`src/skn_pkg.sv`:
```
// Shared constants, payload types and character helpers for the subject key normalizer.
// Used by the interfaces, the scanner, the writer and the top level. No dependencies.
package skn_pkg;

    localparam int KEY_MAX         = 80;
    localparam int PREFIX_WORD_MAX = 8;
    localparam int TAG_MAX         = 16;
    localparam int WAS_MIN_POS     = 8;

    // A closed tag is the longest run that is ever buffered: bracket, body and bracket.
    localparam int BUF_DEPTH = TAG_MAX + 2;
    localparam int BUF_AW    = $clog2(BUF_DEPTH);
    localparam int CNT_W     = $clog2(BUF_DEPTH + 1);
    localparam int POS_W     = 7;

    localparam logic [POS_W-1:0] KEY_LAST = POS_W'(KEY_MAX - 1);

    localparam logic [7:0] CH_NUL    = 8'h00;
    localparam logic [7:0] CH_SPACE  = 8'h20;
    localparam logic [7:0] CH_COLON  = 8'h3A;
    localparam logic [7:0] CH_LBRACK = 8'h5B;
    localparam logic [7:0] CH_RBRACK = 8'h5D;
    localparam logic [7:0] CH_LOW_W  = 8'h77;
    localparam logic [7:0] CH_LOW_A  = 8'h61;
    localparam logic [7:0] CH_LOW_S  = 8'h73;

    typedef struct packed {
        logic [7:0] in_char;
        logic       has_char;
        logic       last_char;
    } t_subj;

    typedef struct packed {
        logic [7:0]       out_char;
        logic [POS_W-1:0] out_pos;
        logic             is_end;
        logic [POS_W-1:0] final_len;
    } t_key;

    // One byte handed from the scanner to the writer, or the end-of-subject marker.
    typedef struct packed {
        logic       is_end;
        logic [7:0] ch;
    } t_tok;

    function automatic logic is_ws(input logic [7:0] c);
        return (c == CH_SPACE) || (c >= 8'h09 && c <= 8'h0D);
    endfunction

    function automatic logic is_alnum(input logic [7:0] c);
        return (c >= 8'h30 && c <= 8'h39) || (c >= 8'h61 && c <= 8'h7A) ||
               (c >= 8'h41 && c <= 8'h5A);
    endfunction

    function automatic logic [7:0] to_lower(input logic [7:0] c);
        return (c >= 8'h41 && c <= 8'h5A) ? c + 8'h20 : c;
    endfunction

endpackage

```
`src/skn_in_if.sv`:
```
// Valid/ready channel that carries one subject byte per transaction.
// Depends on skn_pkg for the payload type.
interface skn_in_if;
    logic              valid;
    logic              ready;
    skn_pkg::t_subj    data;

    modport source (output valid, output data, input ready);
    modport sink   (input valid, input data, output ready);
endinterface

```
`src/skn_out_if.sv`:
```
// Valid/ready channel that carries one key write or the closing length per transaction.
// Depends on skn_pkg for the payload type.
interface skn_out_if;
    logic              valid;
    logic              ready;
    skn_pkg::t_key     data;

    modport source (output valid, output data, input ready);
    modport sink   (input valid, input data, output ready);
endinterface

```
`src/subject_key_normalizer.sv`:
```
// Subject key normalizer: a mail subject goes in one byte per transaction and the writes of
// its thread key come out, followed by one closing transaction that carries the final length.
// While the leading reply prefixes and bracket tags are scanned, and once the key is being
// written, one byte is taken per cycle as long as the writer and the output accept it; a key
// character that follows a collapsed whitespace run is held while a space and the character
// leave as two transactions. When the prefix scan breaks off or the subject ends, the buffered
// word or tag (at most 18 bytes) is replayed from a single-port synchronous RAM, one entry per
// cycle while the writer accepts them, after a read start state; input pauses during the replay,
// the break byte and the closing transaction. The key is lower-case alphanumeric with single spaces and
// ends at 79 characters. Depends on skn_pkg, skn_in_if, skn_out_if, skn_scanner, skn_writer.
module subject_key_normalizer (
    input  logic        i_clk,
    input  logic        i_rst_n,
    skn_in_if.sink      i_subj,
    skn_out_if.source   o_key
);

    logic               tok_valid;
    skn_pkg::t_tok      tok;
    logic               tok_ready;

    skn_scanner u_scanner (
        .i_clk       (i_clk),
        .i_rst_n     (i_rst_n),
        .i_subj      (i_subj),
        .o_tok_valid (tok_valid),
        .o_tok       (tok),
        .i_tok_ready (tok_ready)
    );

    skn_writer u_writer (
        .i_clk       (i_clk),
        .i_rst_n     (i_rst_n),
        .i_tok_valid (tok_valid),
        .i_tok       (tok),
        .o_tok_ready (tok_ready),
        .o_key       (o_key)
    );

endmodule

```
`src/skn_scanner.sv`:
```
// Prefix scanner: skips whitespace, reply prefixes and bracket tags, buffers the current
// word or tag in a small synchronous RAM and replays it to the writer. Uses skn_pkg, skn_in_if.
module skn_scanner (
    input  logic                i_clk,
    input  logic                i_rst_n,
    skn_in_if.sink              i_subj,
    output logic                o_tok_valid,
    output skn_pkg::t_tok       o_tok,
    input  logic                i_tok_ready
);

    localparam logic [2:0] SC_SCAN    = 3'd0;
    localparam logic [2:0] SC_RDSTART = 3'd1;
    localparam logic [2:0] SC_RDWAIT  = 3'd2;
    localparam logic [2:0] SC_BREAK   = 3'd3;
    localparam logic [2:0] SC_END     = 3'd4;

    localparam logic [1:0] PH_WORD = 2'd0;
    localparam logic [1:0] PH_SKIP = 2'd1;
    localparam logic [1:0] PH_TAG  = 2'd2;

    logic [2:0]                   r_state, n_state;
    logic [1:0]                   r_phase, n_phase;
    logic [skn_pkg::CNT_W-1:0]    r_count, n_count;
    logic                         r_pass, n_pass;
    logic [skn_pkg::BUF_AW-1:0]   r_rd_idx, n_rd_idx;
    logic                         r_brk_pend, n_brk_pend;
    logic [7:0]                   r_brk_char, n_brk_char;
    logic                         r_end_pend, n_end_pend;
    logic                         r_tok_valid, n_tok_valid;
    skn_pkg::t_tok                r_tok, n_tok;

    logic [7:0]                   r_buf [skn_pkg::BUF_DEPTH];
    logic [7:0]                   r_rdata;

    logic                         tok_free;
    logic                         acc;
    logic [7:0]                   c;
    logic                         skip;
    logic [skn_pkg::CNT_W-1:0]    k;
    logic [1:0]                   ph;
    logic [1:0]                   scan_phase;
    logic                         idle_ws;
    logic                         brk;
    logic                         store;
    logic                         wr_en;
    logic                         rd_en;
    logic [skn_pkg::BUF_AW-1:0]   rd_addr;
    logic [2:0]                   after_replay;
    logic [skn_pkg::CNT_W-1:0]    next_idx;

    assign tok_free      = !r_tok_valid || i_tok_ready;
    assign i_subj.ready  = (r_state == SC_SCAN) && tok_free;
    assign acc           = i_subj.valid && i_subj.ready;
    assign c             = i_subj.data.in_char;
    assign o_tok_valid   = r_tok_valid;
    assign o_tok         = r_tok;

    assign skip    = (r_phase == PH_SKIP);
    assign k       = skip ? '0 : r_count;
    assign ph      = skip ? PH_WORD : r_phase;
    assign idle_ws = skip && skn_pkg::is_ws(c);

    always_comb begin
        scan_phase = ph;
        brk        = 1'b0;
        if (ph == PH_WORD) begin
            if (c == skn_pkg::CH_LBRACK && k == '0) begin
                scan_phase = PH_TAG;
            end
            if (c == skn_pkg::CH_COLON) begin
                scan_phase = PH_SKIP;
            end else if (c == skn_pkg::CH_SPACE ||
                         k > skn_pkg::CNT_W'(skn_pkg::PREFIX_WORD_MAX)) begin
                brk = 1'b1;
            end
        end else begin
            if (c == skn_pkg::CH_RBRACK) begin
                scan_phase = PH_SKIP;
            end else if (k > skn_pkg::CNT_W'(skn_pkg::TAG_MAX)) begin
                brk = 1'b1;
            end
        end
    end

    assign store = !idle_ws && !brk && (k < skn_pkg::CNT_W'(skn_pkg::BUF_DEPTH));
    assign wr_en = acc && i_subj.data.has_char && !r_pass && store;

    assign after_replay = r_brk_pend ? SC_BREAK : (r_end_pend ? SC_END : SC_SCAN);
    assign next_idx     = skn_pkg::CNT_W'(r_rd_idx) + skn_pkg::CNT_W'(1);

    always_comb begin
        n_state     = r_state;
        n_phase     = r_phase;
        n_count     = r_count;
        n_pass      = r_pass;
        n_rd_idx    = r_rd_idx;
        n_brk_pend  = r_brk_pend;
        n_brk_char  = r_brk_char;
        n_end_pend  = r_end_pend;
        n_tok_valid = r_tok_valid && !i_tok_ready;
        n_tok       = r_tok;
        rd_en       = 1'b0;
        rd_addr     = r_rd_idx;
        case (r_state)
            SC_SCAN: begin
                if (acc) begin
                    if (!i_subj.data.has_char) begin
                        n_end_pend = 1'b1;
                        n_state    = r_pass ? SC_END : SC_RDSTART;
                        n_pass     = 1'b1;
                    end else if (r_pass) begin
                        n_tok_valid = 1'b1;
                        n_tok       = '{is_end: 1'b0, ch: c};
                        if (i_subj.data.last_char) begin
                            n_end_pend = 1'b1;
                            n_state    = SC_END;
                        end
                    end else if (!idle_ws) begin
                        n_phase = scan_phase;
                        n_count = store ? k + skn_pkg::CNT_W'(1) : k;
                        if (brk) begin
                            n_brk_pend = 1'b1;
                            n_brk_char = c;
                            n_end_pend = i_subj.data.last_char;
                            n_pass     = 1'b1;
                            n_state    = SC_RDSTART;
                        end else if (i_subj.data.last_char) begin
                            n_end_pend = 1'b1;
                            n_pass     = 1'b1;
                            n_state    = SC_RDSTART;
                        end
                    end else if (i_subj.data.last_char) begin
                        n_end_pend = 1'b1;
                        n_pass     = 1'b1;
                        n_state    = SC_RDSTART;
                    end
                end
            end
            SC_RDSTART: begin
                if (r_count == '0) begin
                    n_state = after_replay;
                end else begin
                    rd_en    = 1'b1;
                    rd_addr  = '0;
                    n_rd_idx = '0;
                    n_state  = SC_RDWAIT;
                end
            end
            SC_RDWAIT: begin
                if (tok_free) begin
                    n_tok_valid = 1'b1;
                    n_tok       = '{is_end: 1'b0, ch: r_rdata};
                    if (next_idx < r_count) begin
                        rd_en    = 1'b1;
                        rd_addr  = next_idx[skn_pkg::BUF_AW-1:0];
                        n_rd_idx = next_idx[skn_pkg::BUF_AW-1:0];
                    end else begin
                        n_state = after_replay;
                    end
                end
            end
            SC_BREAK: begin
                if (tok_free) begin
                    n_tok_valid = 1'b1;
                    n_tok       = '{is_end: 1'b0, ch: r_brk_char};
                    n_brk_pend  = 1'b0;
                    n_state     = r_end_pend ? SC_END : SC_SCAN;
                end
            end
            SC_END: begin
                if (tok_free) begin
                    n_tok_valid = 1'b1;
                    n_tok       = '{is_end: 1'b1, ch: skn_pkg::CH_NUL};
                    n_phase     = PH_SKIP;
                    n_count     = '0;
                    n_pass      = 1'b0;
                    n_brk_pend  = 1'b0;
                    n_end_pend  = 1'b0;
                    n_state     = SC_SCAN;
                end
            end
            default: begin
                n_state = SC_SCAN;
            end
        endcase
    end

    always_ff @(posedge i_clk) begin
        if (!i_rst_n) begin
            r_state     <= SC_SCAN;
            r_phase     <= PH_SKIP;
            r_count     <= '0;
            r_pass      <= 1'b0;
            r_rd_idx    <= '0;
            r_brk_pend  <= 1'b0;
            r_end_pend  <= 1'b0;
            r_tok_valid <= 1'b0;
        end else begin
            r_state     <= n_state;
            r_phase     <= n_phase;
            r_count     <= n_count;
            r_pass      <= n_pass;
            r_rd_idx    <= n_rd_idx;
            r_brk_pend  <= n_brk_pend;
            r_end_pend  <= n_end_pend;
            r_tok_valid <= n_tok_valid;
        end
    end

    always_ff @(posedge i_clk) begin
        r_brk_char <= n_brk_char;
        r_tok      <= n_tok;
    end

    always_ff @(posedge i_clk) begin
        if (wr_en) begin
            r_buf[k[skn_pkg::BUF_AW-1:0]] <= c;
        end
        if (rd_en) begin
            r_rdata <= r_buf[rd_addr];
        end
    end

endmodule

```
`src/skn_writer.sv`:
```
// Key writer: lower-cases alphanumerics, collapses whitespace runs, handles the full key
// and the rewind after a "was" colon, and holds the output register. Uses skn_pkg, skn_out_if.
module skn_writer (
    input  logic                i_clk,
    input  logic                i_rst_n,
    input  logic                i_tok_valid,
    input  skn_pkg::t_tok       i_tok,
    output logic                o_tok_ready,
    skn_out_if.source           o_key
);

    localparam logic [1:0] MD_WRITE = 2'd1;
    localparam logic [1:0] MD_STOP  = 2'd2;
    localparam logic [1:0] MD_FULL  = 2'd3;

    logic [1:0]                 r_mode, n_mode;
    logic [skn_pkg::POS_W-1:0]  r_wpos, n_wpos;
    logic                       r_pend, n_pend;
    logic [23:0]                r_recent, n_recent;
    logic [skn_pkg::POS_W-1:0]  r_last_sp, n_last_sp;
    logic                       r_sp_seen, n_sp_seen;
    logic                       r_out_valid, n_out_valid;
    skn_pkg::t_key              r_out, n_out;

    logic                       slot_free;
    logic [7:0]                 c;
    logic                       was_hit;
    logic [skn_pkg::POS_W-1:0]  rewound;
    logic [skn_pkg::POS_W-1:0]  wpos_inc;
    logic [23:0]                recent_shift;

    assign slot_free    = !r_out_valid || o_key.ready;
    assign c            = i_tok.ch;
    assign was_hit      = (skn_pkg::to_lower(r_recent[23:16]) == skn_pkg::CH_LOW_W) &&
                          (skn_pkg::to_lower(r_recent[15:8])  == skn_pkg::CH_LOW_A) &&
                          (skn_pkg::to_lower(r_recent[7:0])   == skn_pkg::CH_LOW_S);
    assign rewound      = (r_sp_seen && r_last_sp != '0) ? r_last_sp : '0;
    assign wpos_inc     = r_wpos + skn_pkg::POS_W'(1);
    assign recent_shift = {r_recent[15:0], c};

    assign o_key.valid  = r_out_valid;
    assign o_key.data   = r_out;

    always_comb begin
        n_mode      = r_mode;
        n_wpos      = r_wpos;
        n_pend      = r_pend;
        n_recent    = r_recent;
        n_last_sp   = r_last_sp;
        n_sp_seen   = r_sp_seen;
        n_out_valid = r_out_valid && !o_key.ready;
        n_out       = r_out;
        o_tok_ready = 1'b0;
        if (i_tok_valid) begin
            if (i_tok.is_end) begin
                if (slot_free) begin
                    o_tok_ready = 1'b1;
                    n_out_valid = 1'b1;
                    n_out       = '{out_char: skn_pkg::CH_NUL, out_pos: '0,
                                    is_end: 1'b1, final_len: r_wpos};
                    n_mode      = MD_WRITE;
                    n_wpos      = '0;
                    n_pend      = 1'b0;
                    n_recent    = '0;
                    n_sp_seen   = 1'b0;
                end
            end else begin
                case (r_mode)
                    MD_FULL: begin
                        o_tok_ready = 1'b1;
                        if (c == skn_pkg::CH_COLON) begin
                            n_wpos = rewound;
                        end
                        n_mode = MD_STOP;
                    end
                    MD_WRITE: begin
                        if (skn_pkg::is_ws(c)) begin
                            o_tok_ready = 1'b1;
                            n_pend      = 1'b1;
                            n_recent    = recent_shift;
                        end else if (c == skn_pkg::CH_COLON && was_hit &&
                                     r_wpos > skn_pkg::POS_W'(skn_pkg::WAS_MIN_POS)) begin
                            o_tok_ready = 1'b1;
                            n_wpos      = rewound;
                            n_mode      = MD_STOP;
                        end else if (skn_pkg::is_alnum(c)) begin
                            if (slot_free) begin
                                n_out_valid = 1'b1;
                                if (r_pend) begin
                                    // Unless the key is full, the byte waits to be written.
                                    n_out     = '{out_char: skn_pkg::CH_SPACE, out_pos: r_wpos,
                                                  is_end: 1'b0, final_len: '0};
                                    n_last_sp = r_wpos;
                                    n_sp_seen = 1'b1;
                                    n_wpos    = wpos_inc;
                                    n_pend    = 1'b0;
                                    if (wpos_inc >= skn_pkg::KEY_LAST) begin
                                        n_mode      = MD_STOP;
                                        o_tok_ready = 1'b1;
                                    end
                                end else begin
                                    n_out       = '{out_char: skn_pkg::to_lower(c),
                                                    out_pos: r_wpos,
                                                    is_end: 1'b0, final_len: '0};
                                    n_wpos      = wpos_inc;
                                    n_recent    = recent_shift;
                                    o_tok_ready = 1'b1;
                                    if (wpos_inc >= skn_pkg::KEY_LAST) begin
                                        n_mode = MD_FULL;
                                    end
                                end
                            end
                        end else begin
                            o_tok_ready = 1'b1;
                            n_recent    = recent_shift;
                        end
                    end
                    default: begin
                        o_tok_ready = 1'b1;
                    end
                endcase
            end
        end
    end

    always_ff @(posedge i_clk) begin
        if (!i_rst_n) begin
            r_mode      <= MD_WRITE;
            r_wpos      <= '0;
            r_pend      <= 1'b0;
            r_recent    <= '0;
            r_sp_seen   <= 1'b0;
            r_out_valid <= 1'b0;
        end else begin
            r_mode      <= n_mode;
            r_wpos      <= n_wpos;
            r_pend      <= n_pend;
            r_recent    <= n_recent;
            r_sp_seen   <= n_sp_seen;
            r_out_valid <= n_out_valid;
        end
    end

    always_ff @(posedge i_clk) begin
        r_last_sp <= n_last_sp;
        r_out     <= n_out;
    end

endmodule
```
`src/flat_wrapper.sv`:
```
// flat-port wrapper written by rule: the top's interface ports become plain ports
module subject_key_normalizer_flat 
  (i_clk, i_rst_n, i_subj_valid, i_subj_data, i_subj_ready, o_key_valid, o_key_data, o_key_ready);
  skn_in_if i_subj_i ();
  skn_out_if o_key_i ();
  input  logic i_clk;
  input  logic i_rst_n;
  input wire logic [$bits(i_subj_i.valid)-1:0] i_subj_valid;
  input wire logic [$bits(i_subj_i.data)-1:0] i_subj_data;
  output wire logic [$bits(i_subj_i.ready)-1:0] i_subj_ready;
  output wire logic [$bits(o_key_i.valid)-1:0] o_key_valid;
  output wire logic [$bits(o_key_i.data)-1:0] o_key_data;
  input wire logic [$bits(o_key_i.ready)-1:0] o_key_ready;
  assign i_subj_i.valid = i_subj_valid;
  assign i_subj_i.data = i_subj_data;
  assign i_subj_ready = i_subj_i.ready;
  assign o_key_valid = o_key_i.valid;
  assign o_key_data = o_key_i.data;
  assign o_key_i.ready = o_key_ready;
  subject_key_normalizer u_core (.i_clk(i_clk), .i_rst_n(i_rst_n), .i_subj(i_subj_i), .o_key(o_key_i));
endmodule
```
`config.mk`:
```
export PLATFORM = sky130hd
export DESIGN_NAME = subject_key_normalizer_flat
export DESIGN_NICKNAME = d
export VERILOG_FILES = /design/src/skn_pkg.sv /design/src/skn_in_if.sv /design/src/skn_out_if.sv /design/src/subject_key_normalizer.sv /design/src/skn_scanner.sv /design/src/skn_writer.sv /design/src/flat_wrapper.sv
export SDC_FILE = /design/constraint.sdc
export NUM_CORES = 1
export LEC_CHECK = 0
export ABC_AREA = 1
export BUFFER_PORTS_ARGS = -buffer_cell sky130_fd_sc_hd__clkbuf_2
export CORE_MARGIN = 1.5
export CORE_UTILIZATION = 40
export DETAILED_ROUTE_END_ITERATION = 6
export HOLD_SLACK_MARGIN = 0.05
export PLACE_DENSITY = 0.52
export SYNTH_ARGS = -nofsm -noshare
export SYNTH_HDL_FRONTEND = slang
export SYNTH_SLANG_ARGS = --single-unit
```
`constraint.sdc`:
```
create_clock -name i_clk -period 7 [get_ports i_clk]
set_input_delay 2.1 -clock i_clk [delete_from_list [all_inputs] [get_ports i_clk]]
set_output_delay 2.1 -clock i_clk [all_outputs]
set_load 0.02 [all_outputs]
```
**Word level (Yosys, flattened, before mapping)**

Memories as Yosys holds them, arrays and structs flattened. A register that Yosys moved wholly into a read port is not among the register bits.
Cells that the tools add are included.

- Bitwise operators: 5
- Multiplexer cells: 153
- Eq/ne operators: 38
- Add/sub/neg operators: 7
- Reductions and logical operators: 66
- $lt $le $gt $ge: 22

Operator list:

| kind | number |
|---|---|
| 24-bit 2-to-1 mux | 8 |
| 23-bit 2-to-1 mux | 8 |
| 1-bit 2-to-1 mux | 63 |
| 7-bit 2-to-1 mux | 8 |
| 9-bit 2-to-1 mux | 6 |
| 5-bit 2-to-1 mux | 10 |
| 3-bit 2-to-1 mux | 15 |
| 8-bit by 7-bit == test with 1-bit output, second input constant | 5 |
| 8-bit by 7-bit >= comparator with 1-bit output, second input constant | 5 |
| 8-bit by 7-bit less-or-equal comparator with 1-bit output, second input constant | 5 |
| 2-bit 2-to-1 mux | 19 |
| 9-bit case mux with 4 select lines | 1 |
| 7-bit AND reduction | 5 |
| 8-bit by 6-bit adder with 8-bit output, second input constant | 4 |
| 8-bit by 6-bit == test with 1-bit output, second input constant | 4 |
| 8-bit 2-to-1 mux | 4 |
| 1-bit logical AND | 24 |
| 6-bit AND reduction | 4 |
| 2-bit inequality test, second input constant | 11 |
| 5-bit case mux with 2 select lines | 2 |
| 8-bit by 4-bit >= comparator with 1-bit output, second input constant | 2 |
| 8-bit by 4-bit less-or-equal comparator with 1-bit output, second input constant | 2 |
| 8-bit AND reduction | 2 |
| 3-bit case mux with 5 select lines | 1 |
| 37 further kinds | 73 |

- Output and inout bits: 25
- Bits in registers: 102
- Word-level logic and storage cells: 314
- Memories: 1
- Bits in writable memories: 144
- Bits of input ports: 14

Memory list:

| memory | words | width | rd ports | clocked after Yosys merged registers in | write ports | RTL line | source |
|---|---|---|---|---|---|---|---|
| u_core.u_scanner.r_buf | 18 | 8 | 1 | 1 | 1 | skn_scanner.sv:33 | `logic [7:0] r_buf [skn_pkg::BUF_DEPTH];` |

**Logic depth before layout (Yosys ltp)**

Gate-level depths: netlist (run 1).

- Depth in word-level cells: 21
- Gate-level depth with buffers: 22
- Gate-level depth less buffers: 21

**By module**

Synthesis (run 1) repeated with hierarchy kept, for this count alone.

- Cell total of the unflattened synthesis: 1359
- Area total of the unflattened synthesis: 12294.3 um2

By module, submodules not included:

| module | instances | sequential area each (um2) | cells each | area an instance (um2) |
|---|---|---|---|---|
| skn_scanner | 1 | 5455.2 | 899 | 8854.7 |
| skn_writer | 1 | 1621.6 | 460 | 3439.5 |

**Worst setup path before layout (run 1)**

No wires, ideal clock.

- Path type: input port to output port
- Start point: input o_key_ready
- End point: output i_subj_ready
- Arrival: 2.847 ns
- Required time: 4.900 ns
- Path slack: 2.053 ns
- Path buffers: 0
- Stages: 6
- Path through: nor2_1 inv_1 nand2_2 nand3_4 inv_1 nor2_1

- Word-level cells in the longest chain between the ends: 10
- Elaborated cells between the ends (all ways): 11
- Classes of those cells: mux: 8; reduce/logical: 3

RTL lines:

| item | RTL line | source |
|---|---|---|
| start, declared | flat_wrapper.sv:13 | `input wire logic [$bits(o_key_i.ready)-1:0] o_key_ready;` |
| 1-bit logical OR (*) | skn_writer.sv:32 | `assign slot_free = !r_out_valid \|\| o_key.ready;` |
| 1-bit 2-to-1 mux | skn_writer.sv:87 | `if (slot_free) begin` |
| 1-bit 2-to-1 mux | skn_writer.sv:86 | `end else if (skn_pkg::is_alnum(c)) begin` |
| 1-bit 2-to-1 mux | skn_writer.sv:81 | `end else if (c == skn_pkg::CH_COLON && was_hit &&` |
| 1-bit 2-to-1 mux | skn_writer.sv:77 | `if (skn_pkg::is_ws(c)) begin` |
| 1-bit 2-to-1 mux | skn_writer.sv:68 | `case (r_mode)` |
| 1-bit 2-to-1 mux (*) | skn_writer.sv:55 | `if (i_tok.is_end) begin` |
| 1-bit 2-to-1 mux (*) | skn_writer.sv:54 | `if (i_tok_valid) begin` |
| 1-bit logical OR (*) | skn_scanner.sv:52 | `assign tok_free = !r_tok_valid \|\| i_tok_ready;` |
| 1-bit logical AND (*) | skn_scanner.sv:53 | `assign i_subj.ready = (r_state == SC_SCAN) && tok_free;` |
| end, declared | flat_wrapper.sv:10 | `output wire logic [$bits(i_subj_i.ready)-1:0] i_subj_ready;` |

Mark *: on every way between the ends. The rest lies on a longest branch, timed or not.

**Worst setup path after layout (run 1)**

Same ends and word-level chain as after synthesis.

==> impl_metrics.csv, run 1 <==
group,metric,value,unit
timing,fmax,192,MHz
synth,async_flop_share,0,
global_route,grt_util_met1,0.276,
final_layout,antenna_cells,0,
global_route,top_usage_layer,"met2",
timing,slew_headroom,0.248,
global_route,grt_pass1_vias,8389,
synth,yosys.area.top_type_share,0.490,
worst_setup_path,endpoint_kind,"output pin",
place,place_inst,1690,
worst_setup_path,slowest_stage,"nor2_1",
timing,tightest_slew,1.13,ns
cts,cts_root_buffer,"clkbuf_16",
synth,synth_cells,1303,
final_layout,syn2layout_area_growth,11.4,%
cts,cts_inserted_buffers,28,
timing,period_share,0.746,
floorplan,fp.dieH,178,µm
synth,yosys_warnings,0,
timing,finalHoldViolCount,0,
cts,clk_latency,0.56,ns
synth,synth_top_family_by_area,"simple AND/OR/NAND/NOR gates",
synth,synthXorXnorAreaFrac,0.00431,
final_layout,fin_nets,1361,
worst_setup_path,path_class,"in -> out",
worst_setup_path,crit_path_max_incr_delay,0.18,ns
synth,synth_mux_area_frac,0,
routing,routedWlPerCell,17.3,µm
timing,tns,0,ns
cts,cts_setup_buffers,0,
final_layout,fill_cells,2936,
synth,synth_common_cells,"nand2_1 (228), inv_1 (207), edfxtp_1 (199), nand3_1 (196), nor2_1 (101)",
place,gp_congestion,0.875,
routing,drc_errors,0,
routing,ant_nets,0,
place,hpwl,19.8,mm
timing,rsz0062_at_grt,"no",
global_route,gr-usage-met2,0.308,
global_route,grt_pass1_wl,47.4,mm
synth,yosys.area.top_type,"edfxtp_1",
global_route,gr-total-overflow,0,
routing,via_per_inst,5.10,
routing,dr.pass1.iters,5,
final_layout,seq_area,7080,µm²
floorplan,dieArea,31600,µm²
final_layout,fin_area,13600,µm²
global_route,grt_start_max_net_pins,74,
synth,synth_nets,1334,
floorplan,row_count,63,
synth,synth_simple_gate_area_frac,0.235,
routing,finalWirelength,30.2,mm
place,pre_cts_slack,1.59,ns
synth,ys_seq_area_frac,0.580,
cts,cts.sinks,254,
cts,clockBufferDepth,3,
worst_setup_path,worstPathCellList,"clkbuf_2, nor2_1, inv_1, nand2_2, nand3_4, inv_1, nor2_1, clkbuf_2",
synth,synth-edff-count,199,
timing,layout_setup_ws,1.78,ns
synth,synth_fa_ha_area_frac,0.0174,
routing,drt-initial-drc-count,799,
worst_setup_path,worstPathArrival,3.12,ns
floorplan,initial_core_util,0.409,
worst_setup_path,cp-start-kind,"input pin",
final_layout,multiInputGateArea,4010,µm²
cts,cts_tree,"built",
power,power_density,413,nW/µm²
floorplan,ios,39,
global_route,antenna_found_initial,0,
cts,htree_num_levels,1,
cts,cts_hold_buf,0,
floorplan,design.core.area,29800,µm²
final_layout,final_cells,1742,
synth,yosys_most_used_dff,"edfxtp_1",
worst_setup_path,worstPathRequired,4.90,ns
place,placedInstanceArea,12600,µm²
worst_hold_path,min_path_type,"reg -> reg",
global_route,track_usage,0.194,
synth,ys_types,43,
synth,syn_area_per_cell,9.36,µm²
synth,synth_area,12200,µm²
power,peakVddDrop,0.228,mV
place,port_buffers,38,
synth,post-synth-top-count-cell,"nand2_1",
synth,synth_compound_area_frac,0.0712,
cts,path_clk_slew,0.06,ns
flow_run,cap_violations,0,
final_layout,drive_above_1_share,0.0954,
floorplan,die_w,178,µm
power,total_power,5.61,mW
global_route,grtUsageMet3,0.0315,
power,p_leak,5.51,nW
timing,slew_violations,0,
synth,ys_ff_latch,254,
timing,setup_viol,0,
routing,vias,8883,
timing,fin_skew,0.0277,ns
run_status,outcome,"complete, no violations",
cts,ctsResizeCount,0,
synth,ys_top_cells_by_area,"edfxtp_1 (49%), dfxtp_1 (9.0%), nand3_1 (8.0%)",
timing,fin_crit,5.22,ns
worst_setup_path,cp_max_fo,10,
## final timing paths
kind | slack [ns] | cells past startpoint | endpoint | from
max | 1.78 | 8 | i_subj_ready | o_key_ready
min | 0.46 | 2 | u_core.u_writer.r_recent[23] | u_core.u_writer.r_recent[23]
max reg2reg | 2.47 | 20 | u_core.u_scanner.r_rdata[0] | u_core.u_scanner.r_rd_idx[0]
min reg2reg | 0.46 | 2 | u_core.u_writer.r_recent[23] | u_core.u_writer.r_recent[23]
## metal layers
| layer | share of wire | wire length (µm) |
|---|---|---|
| met1 | 0.47 | 14300 |
| met2 | 0.45 | 13600 |
| met3 | 0.053 | 1600 |
| met4 | 0.024 | 729 |
| met5 | 0 | 0 |
## cell usage in the layout (no fill, tap or decap), drive strengths merged, types with 3 or more instances in the layout
master	n
ha	17
clkinv	15
a31oi	3
nor4	4
bufinv	5
dfxtp	55
inv	215
edfxtp	199
a21oi	66
a211oi	10
clkinvlp	3
o21bai	11
nand3	210
clkbuf	68
o21ai	39
xor2	6
nand4	17
nand2	236
o21a	3
a22oi	10
nor3	9
nor2	104
buf	7
nand3b	26
or2	4
## state kept, by name, summed over array words and instances (netlist names), 2 cells and up
| register | flops |
|---|---|
| u_core.u_scanner.r_brk_char | 8 |
| u_core.u_writer.r_mode | 2 |
| u_core.u_scanner.r_state | 3 |
| u_core.u_scanner.r_buf | 144 |
| u_core.u_writer.r_wpos | 7 |
| u_core.u_scanner.r_rd_idx | 5 |
| u_core.u_writer.o_key.data | 23 |
| u_core.u_scanner.r_count | 5 |
| u_core.u_writer.r_recent | 24 |
| u_core.u_writer.r_last_sp | 7 |
| u_core.u_scanner.o_tok | 9 |
| u_core.u_scanner.r_rdata | 8 |
| u_core.u_scanner.r_phase | 2 |
## where the power goes
| part | internal [mW] | switching, mW |
|---|---|---|
| combinational | 0.581 | 1.46 |
| sequential | 1.88 | 0.156 |
| clock | 0.924 | 0.610 |
## cell families after synthesis
group	Yosys count
simple gates	612
buf+inv	264
flops	254
compound gates	150
fa+ha+maj	17
xor+xnor	6
## area by class of cell
class	count	area share
sequential	254	0.521
multi-input combinational	785	0.295
inverter	216	0.0598
clock buffer	30	0.0528
tap	390	0.0359
clock inverter	22	0.0181
timing repair buffer	45	0.0179
## stage by stage
| step | utilization | hold WS [ns] |
|---|---|---|
| 3_5_place_dp | 0.424 | 0.455 |
| 2_1_floorplan | - | 0.409 |
| 6_report | 0.456 | 0.463 |
| 4_1_cts | 0.456 | 0.465 |
| 5_1_grt | 0.456 | 0.487 |
| 3_3_place_gp | 0.424 | 0.450 |
## worst max-delay path: cells and delay by family
family	cells	cell delay (ns)
buffers and inverters	4	0.49
and+or+nand+nor	4	0.52
(Power assumes the default switching activity.)
==> run 2, diff against run 1 <==
Clock period 7 ns to 5.25 ns, I/O delays scaled along.
==> run 2 against run 1 <==
Against the previous run: final cell count up 1.1%; non-clock buffer count up 19; sequential power up 34%; power up 32%; first-iteration DRC count down 2.9%; design area up 0.58%; worst hold slack about the same; register-to-register slack worse by 1.1 ns; clock skew down 0.012 ns; sequential cell count unchanged; die area unchanged; largest power group unchanged; critical path depth up 3.
==> impl_metrics.csv, run 2 (same netlist as run 1, synthesis figures left out) <==
group,metric,value,unit
floorplan,dieArea,31600,µm²
cts,cts_tree,"built",
worst_setup_path,slowest_stage,"dfxtp_1",
power,p_int,4.44,mW
floorplan,fp.dieH,178,µm
worst_hold_path,hold_start,"u_core.u_writer.r_recent[23]",
worst_setup_path,worstPathArrival,2.78,ns
global_route,grt_pass1_vias,8668,
power,switching_power,2.95,mW
worst_setup_path,r2r_start,"u_core.u_scanner.r_rd_idx[0]",
timing,tns,0,ns
power,p_comb_frac,0.372,
power,p_sw_frac,0.399,
timing,finalHoldViolCount,0,
cts,ctsResizeCount,0,
worst_setup_path,cp-start-kind,"flop",
cts,htree_num_levels,1,
flow_run,cap_violations,0,
worst_setup_path,r2r_slack,1.39,ns
timing,period_share,0.830,
floorplan,die_w,178,µm
run_status,outcome,"complete, no violations",
power,power_density,540,nW/µm²
routing,drc_errors,0,
timing,slew_headroom,0.260,
cts,clk_latency,0.55,ns
timing,rsz0062_at_grt,"no",
worst_setup_path,endpoint_kind,"output pin",
place,port_buffers,38,
timing,fin_skew,0.0157,ns
worst_setup_path,r2r-end,"u_core.u_scanner.r_rdata[1]",
floorplan,row_count,63,
routing,via_per_inst,5.05,
final_layout,syn2layout_area_growth,12.1,%
final_layout,largest_register_ffs,144,
power,p_leak,5.57,nW
routing,vias,8894,
timing,whs,0.464,ns
power,seqPwrFrac,0.368,
cts,clockBufferDepth,3,
global_route,grt_start_max_net_pins,74,
timing,fmax,229,MHz
timing,fin_crit,4.36,ns
floorplan,design.core.area,29800,µm²
routing,ant_nets,0,
power,peakVddDrop,0.301,mV
cts,path_clk_slew,0.06,ns
worst_setup_path,cp_max_fo,10,
worst_setup_path,path_class,"reg -> out",
global_route,track_usage,0.196,
final_layout,fin_nets,1381,
global_route,grt_pass1_wl,48.0,mm
cts,cts.sinks,254,
worst_setup_path,crit_path_max_incr_delay,0.54,ns
cts,cts_inserted_buffers,29,
global_route,antenna_found_initial,0,
cts,cts_setup_buffers,0,
worst_setup_path,worstPathRequired,3.68,ns
worst_setup_path,ff2ff_path_depth,18,
timing,layout_setup_ws,0.891,ns
global_route,gr-total-overflow,0,
floorplan,initial_core_util,0.409,
routing,routedWlPerCell,17.3,µm
place,hpwl,20.4,mm
final_layout,drive_above_1_share,0.103,
worst_hold_path,min_path_type,"reg -> reg",
worst_hold_path,holdPathEnd,"u_core.u_writer.r_recent[23]",
routing,finalWirelength,30.4,mm
routing,dr.pass1.iters,6,
floorplan,ios,39,
power,p_clk_frac,0.260,
final_layout,final_common_cell,"nand2_1",
final_layout,antenna_cells,0,
place,pre_cts_slack,0.676,ns
timing,setup_viol,0,
place,gp_congestion,0.888,
timing,slew_violations,0,
timing,tightest_slew,1.11,ns
worst_hold_path,min_path_cells,2,
cts,cts_hold_buf,0,
worst_setup_path,worstPathCellList,"ha_1, nand3_1, nor2_1, xor2_1, nand2_1, nand2_1, nand2_2, nand3_4, inv_1, nor2_1, clkbuf_2",
routing,drt-initial-drc-count,776,
cts,cts_root_buffer,"clkbuf_16",
final_layout,layout_common_cells,"nand2_1 (228), inv_1 (207), edfxtp_1 (199)",
## run 2: changes by cell type in the layout (fill, tap and decap cells not counted), sizes merged
cell,change
buf,+19
clkbuf,+10
clkinvlp,-2
clkinv,-5
inv,+1
bufinv,-3
## run 2: worst max-delay path by stage
stage / start / end / slack, ns / depth (start not counted)
after floorplan: o_key_ready / i_subj_ready / 1.35 / 6
after global placement: i_subj_data[8] / u_core.u_scanner.r_buf[13][2] / 0.77 / 12
after detailed placement: i_subj_data[9] / u_core.u_scanner.r_buf[13][2] / 0.68 / 11
after CTS: u_core.u_writer.r_wpos[0] / i_subj_ready / 0.84 / 11
after global routing: u_core.u_writer.r_wpos[0] / i_subj_ready / 0.66 / 11
final: u_core.u_writer.r_wpos[0] / i_subj_ready / 0.89 / 11
## run 2: area by class of cell
type                            count  area [µm²]
Fill cell                        2883       16100
Sequential cell                   254        7080
Multi-Input combinational cell    785        4010
Inverter                          216         813
Clock buffer                       40         787
Tap cell                          390         488
Timing Repair Buffer               64         385
Clock inverter                     13         114
## run 2: stage by stage
step | cells | total power, mW | area, µm² | utilization
2_1_floorplan | 1303 | 4.72 | 12200 | -
3_3_place_gp | 1709 | 5.50 | 12800 | 0.429
3_5_place_dp | 1709 | 5.50 | 12800 | 0.429
4_1_cts | 1762 | 7.44 | 13700 | 0.459
5_1_grt | 1762 | 7.87 | 13700 | 0.459
6_report | 1762 | 7.38 | 13700 | 0.459
## run 2: critical path: cells and delay by family, from the launching register on
family,cells,cell delay [ns]
and+or+nand+nor,7,0.89
buffers and inverters,2,0.29
xor gates and xnor gates,1,0.22
DFF,1,0.54
adders and majority gates,1,0.30
## run 2: routing by layer
layer,part of all wire,track usage,vias up
li1,-,-,4464
met1,0.46,0.268,4152
met2,0.47,0.327,233
met3,0.051,0.0302,45
met4,0.022,0.0476,0
met5,0,0,-
## run 2: power by group through the flow
stage | Sequential, mW | Combinational [mW] | Clock [mW]
after floorplan | 2.71 | 2.02 | 0
after global placement | 2.76 | 2.74 | 0
after detailed placement | 2.76 | 2.74 | 0
after CTS | 2.72 | 2.76 | 1.96
after global routing | 2.75 | 3.09 | 2.04
final | 2.72 | 2.75 | 1.92
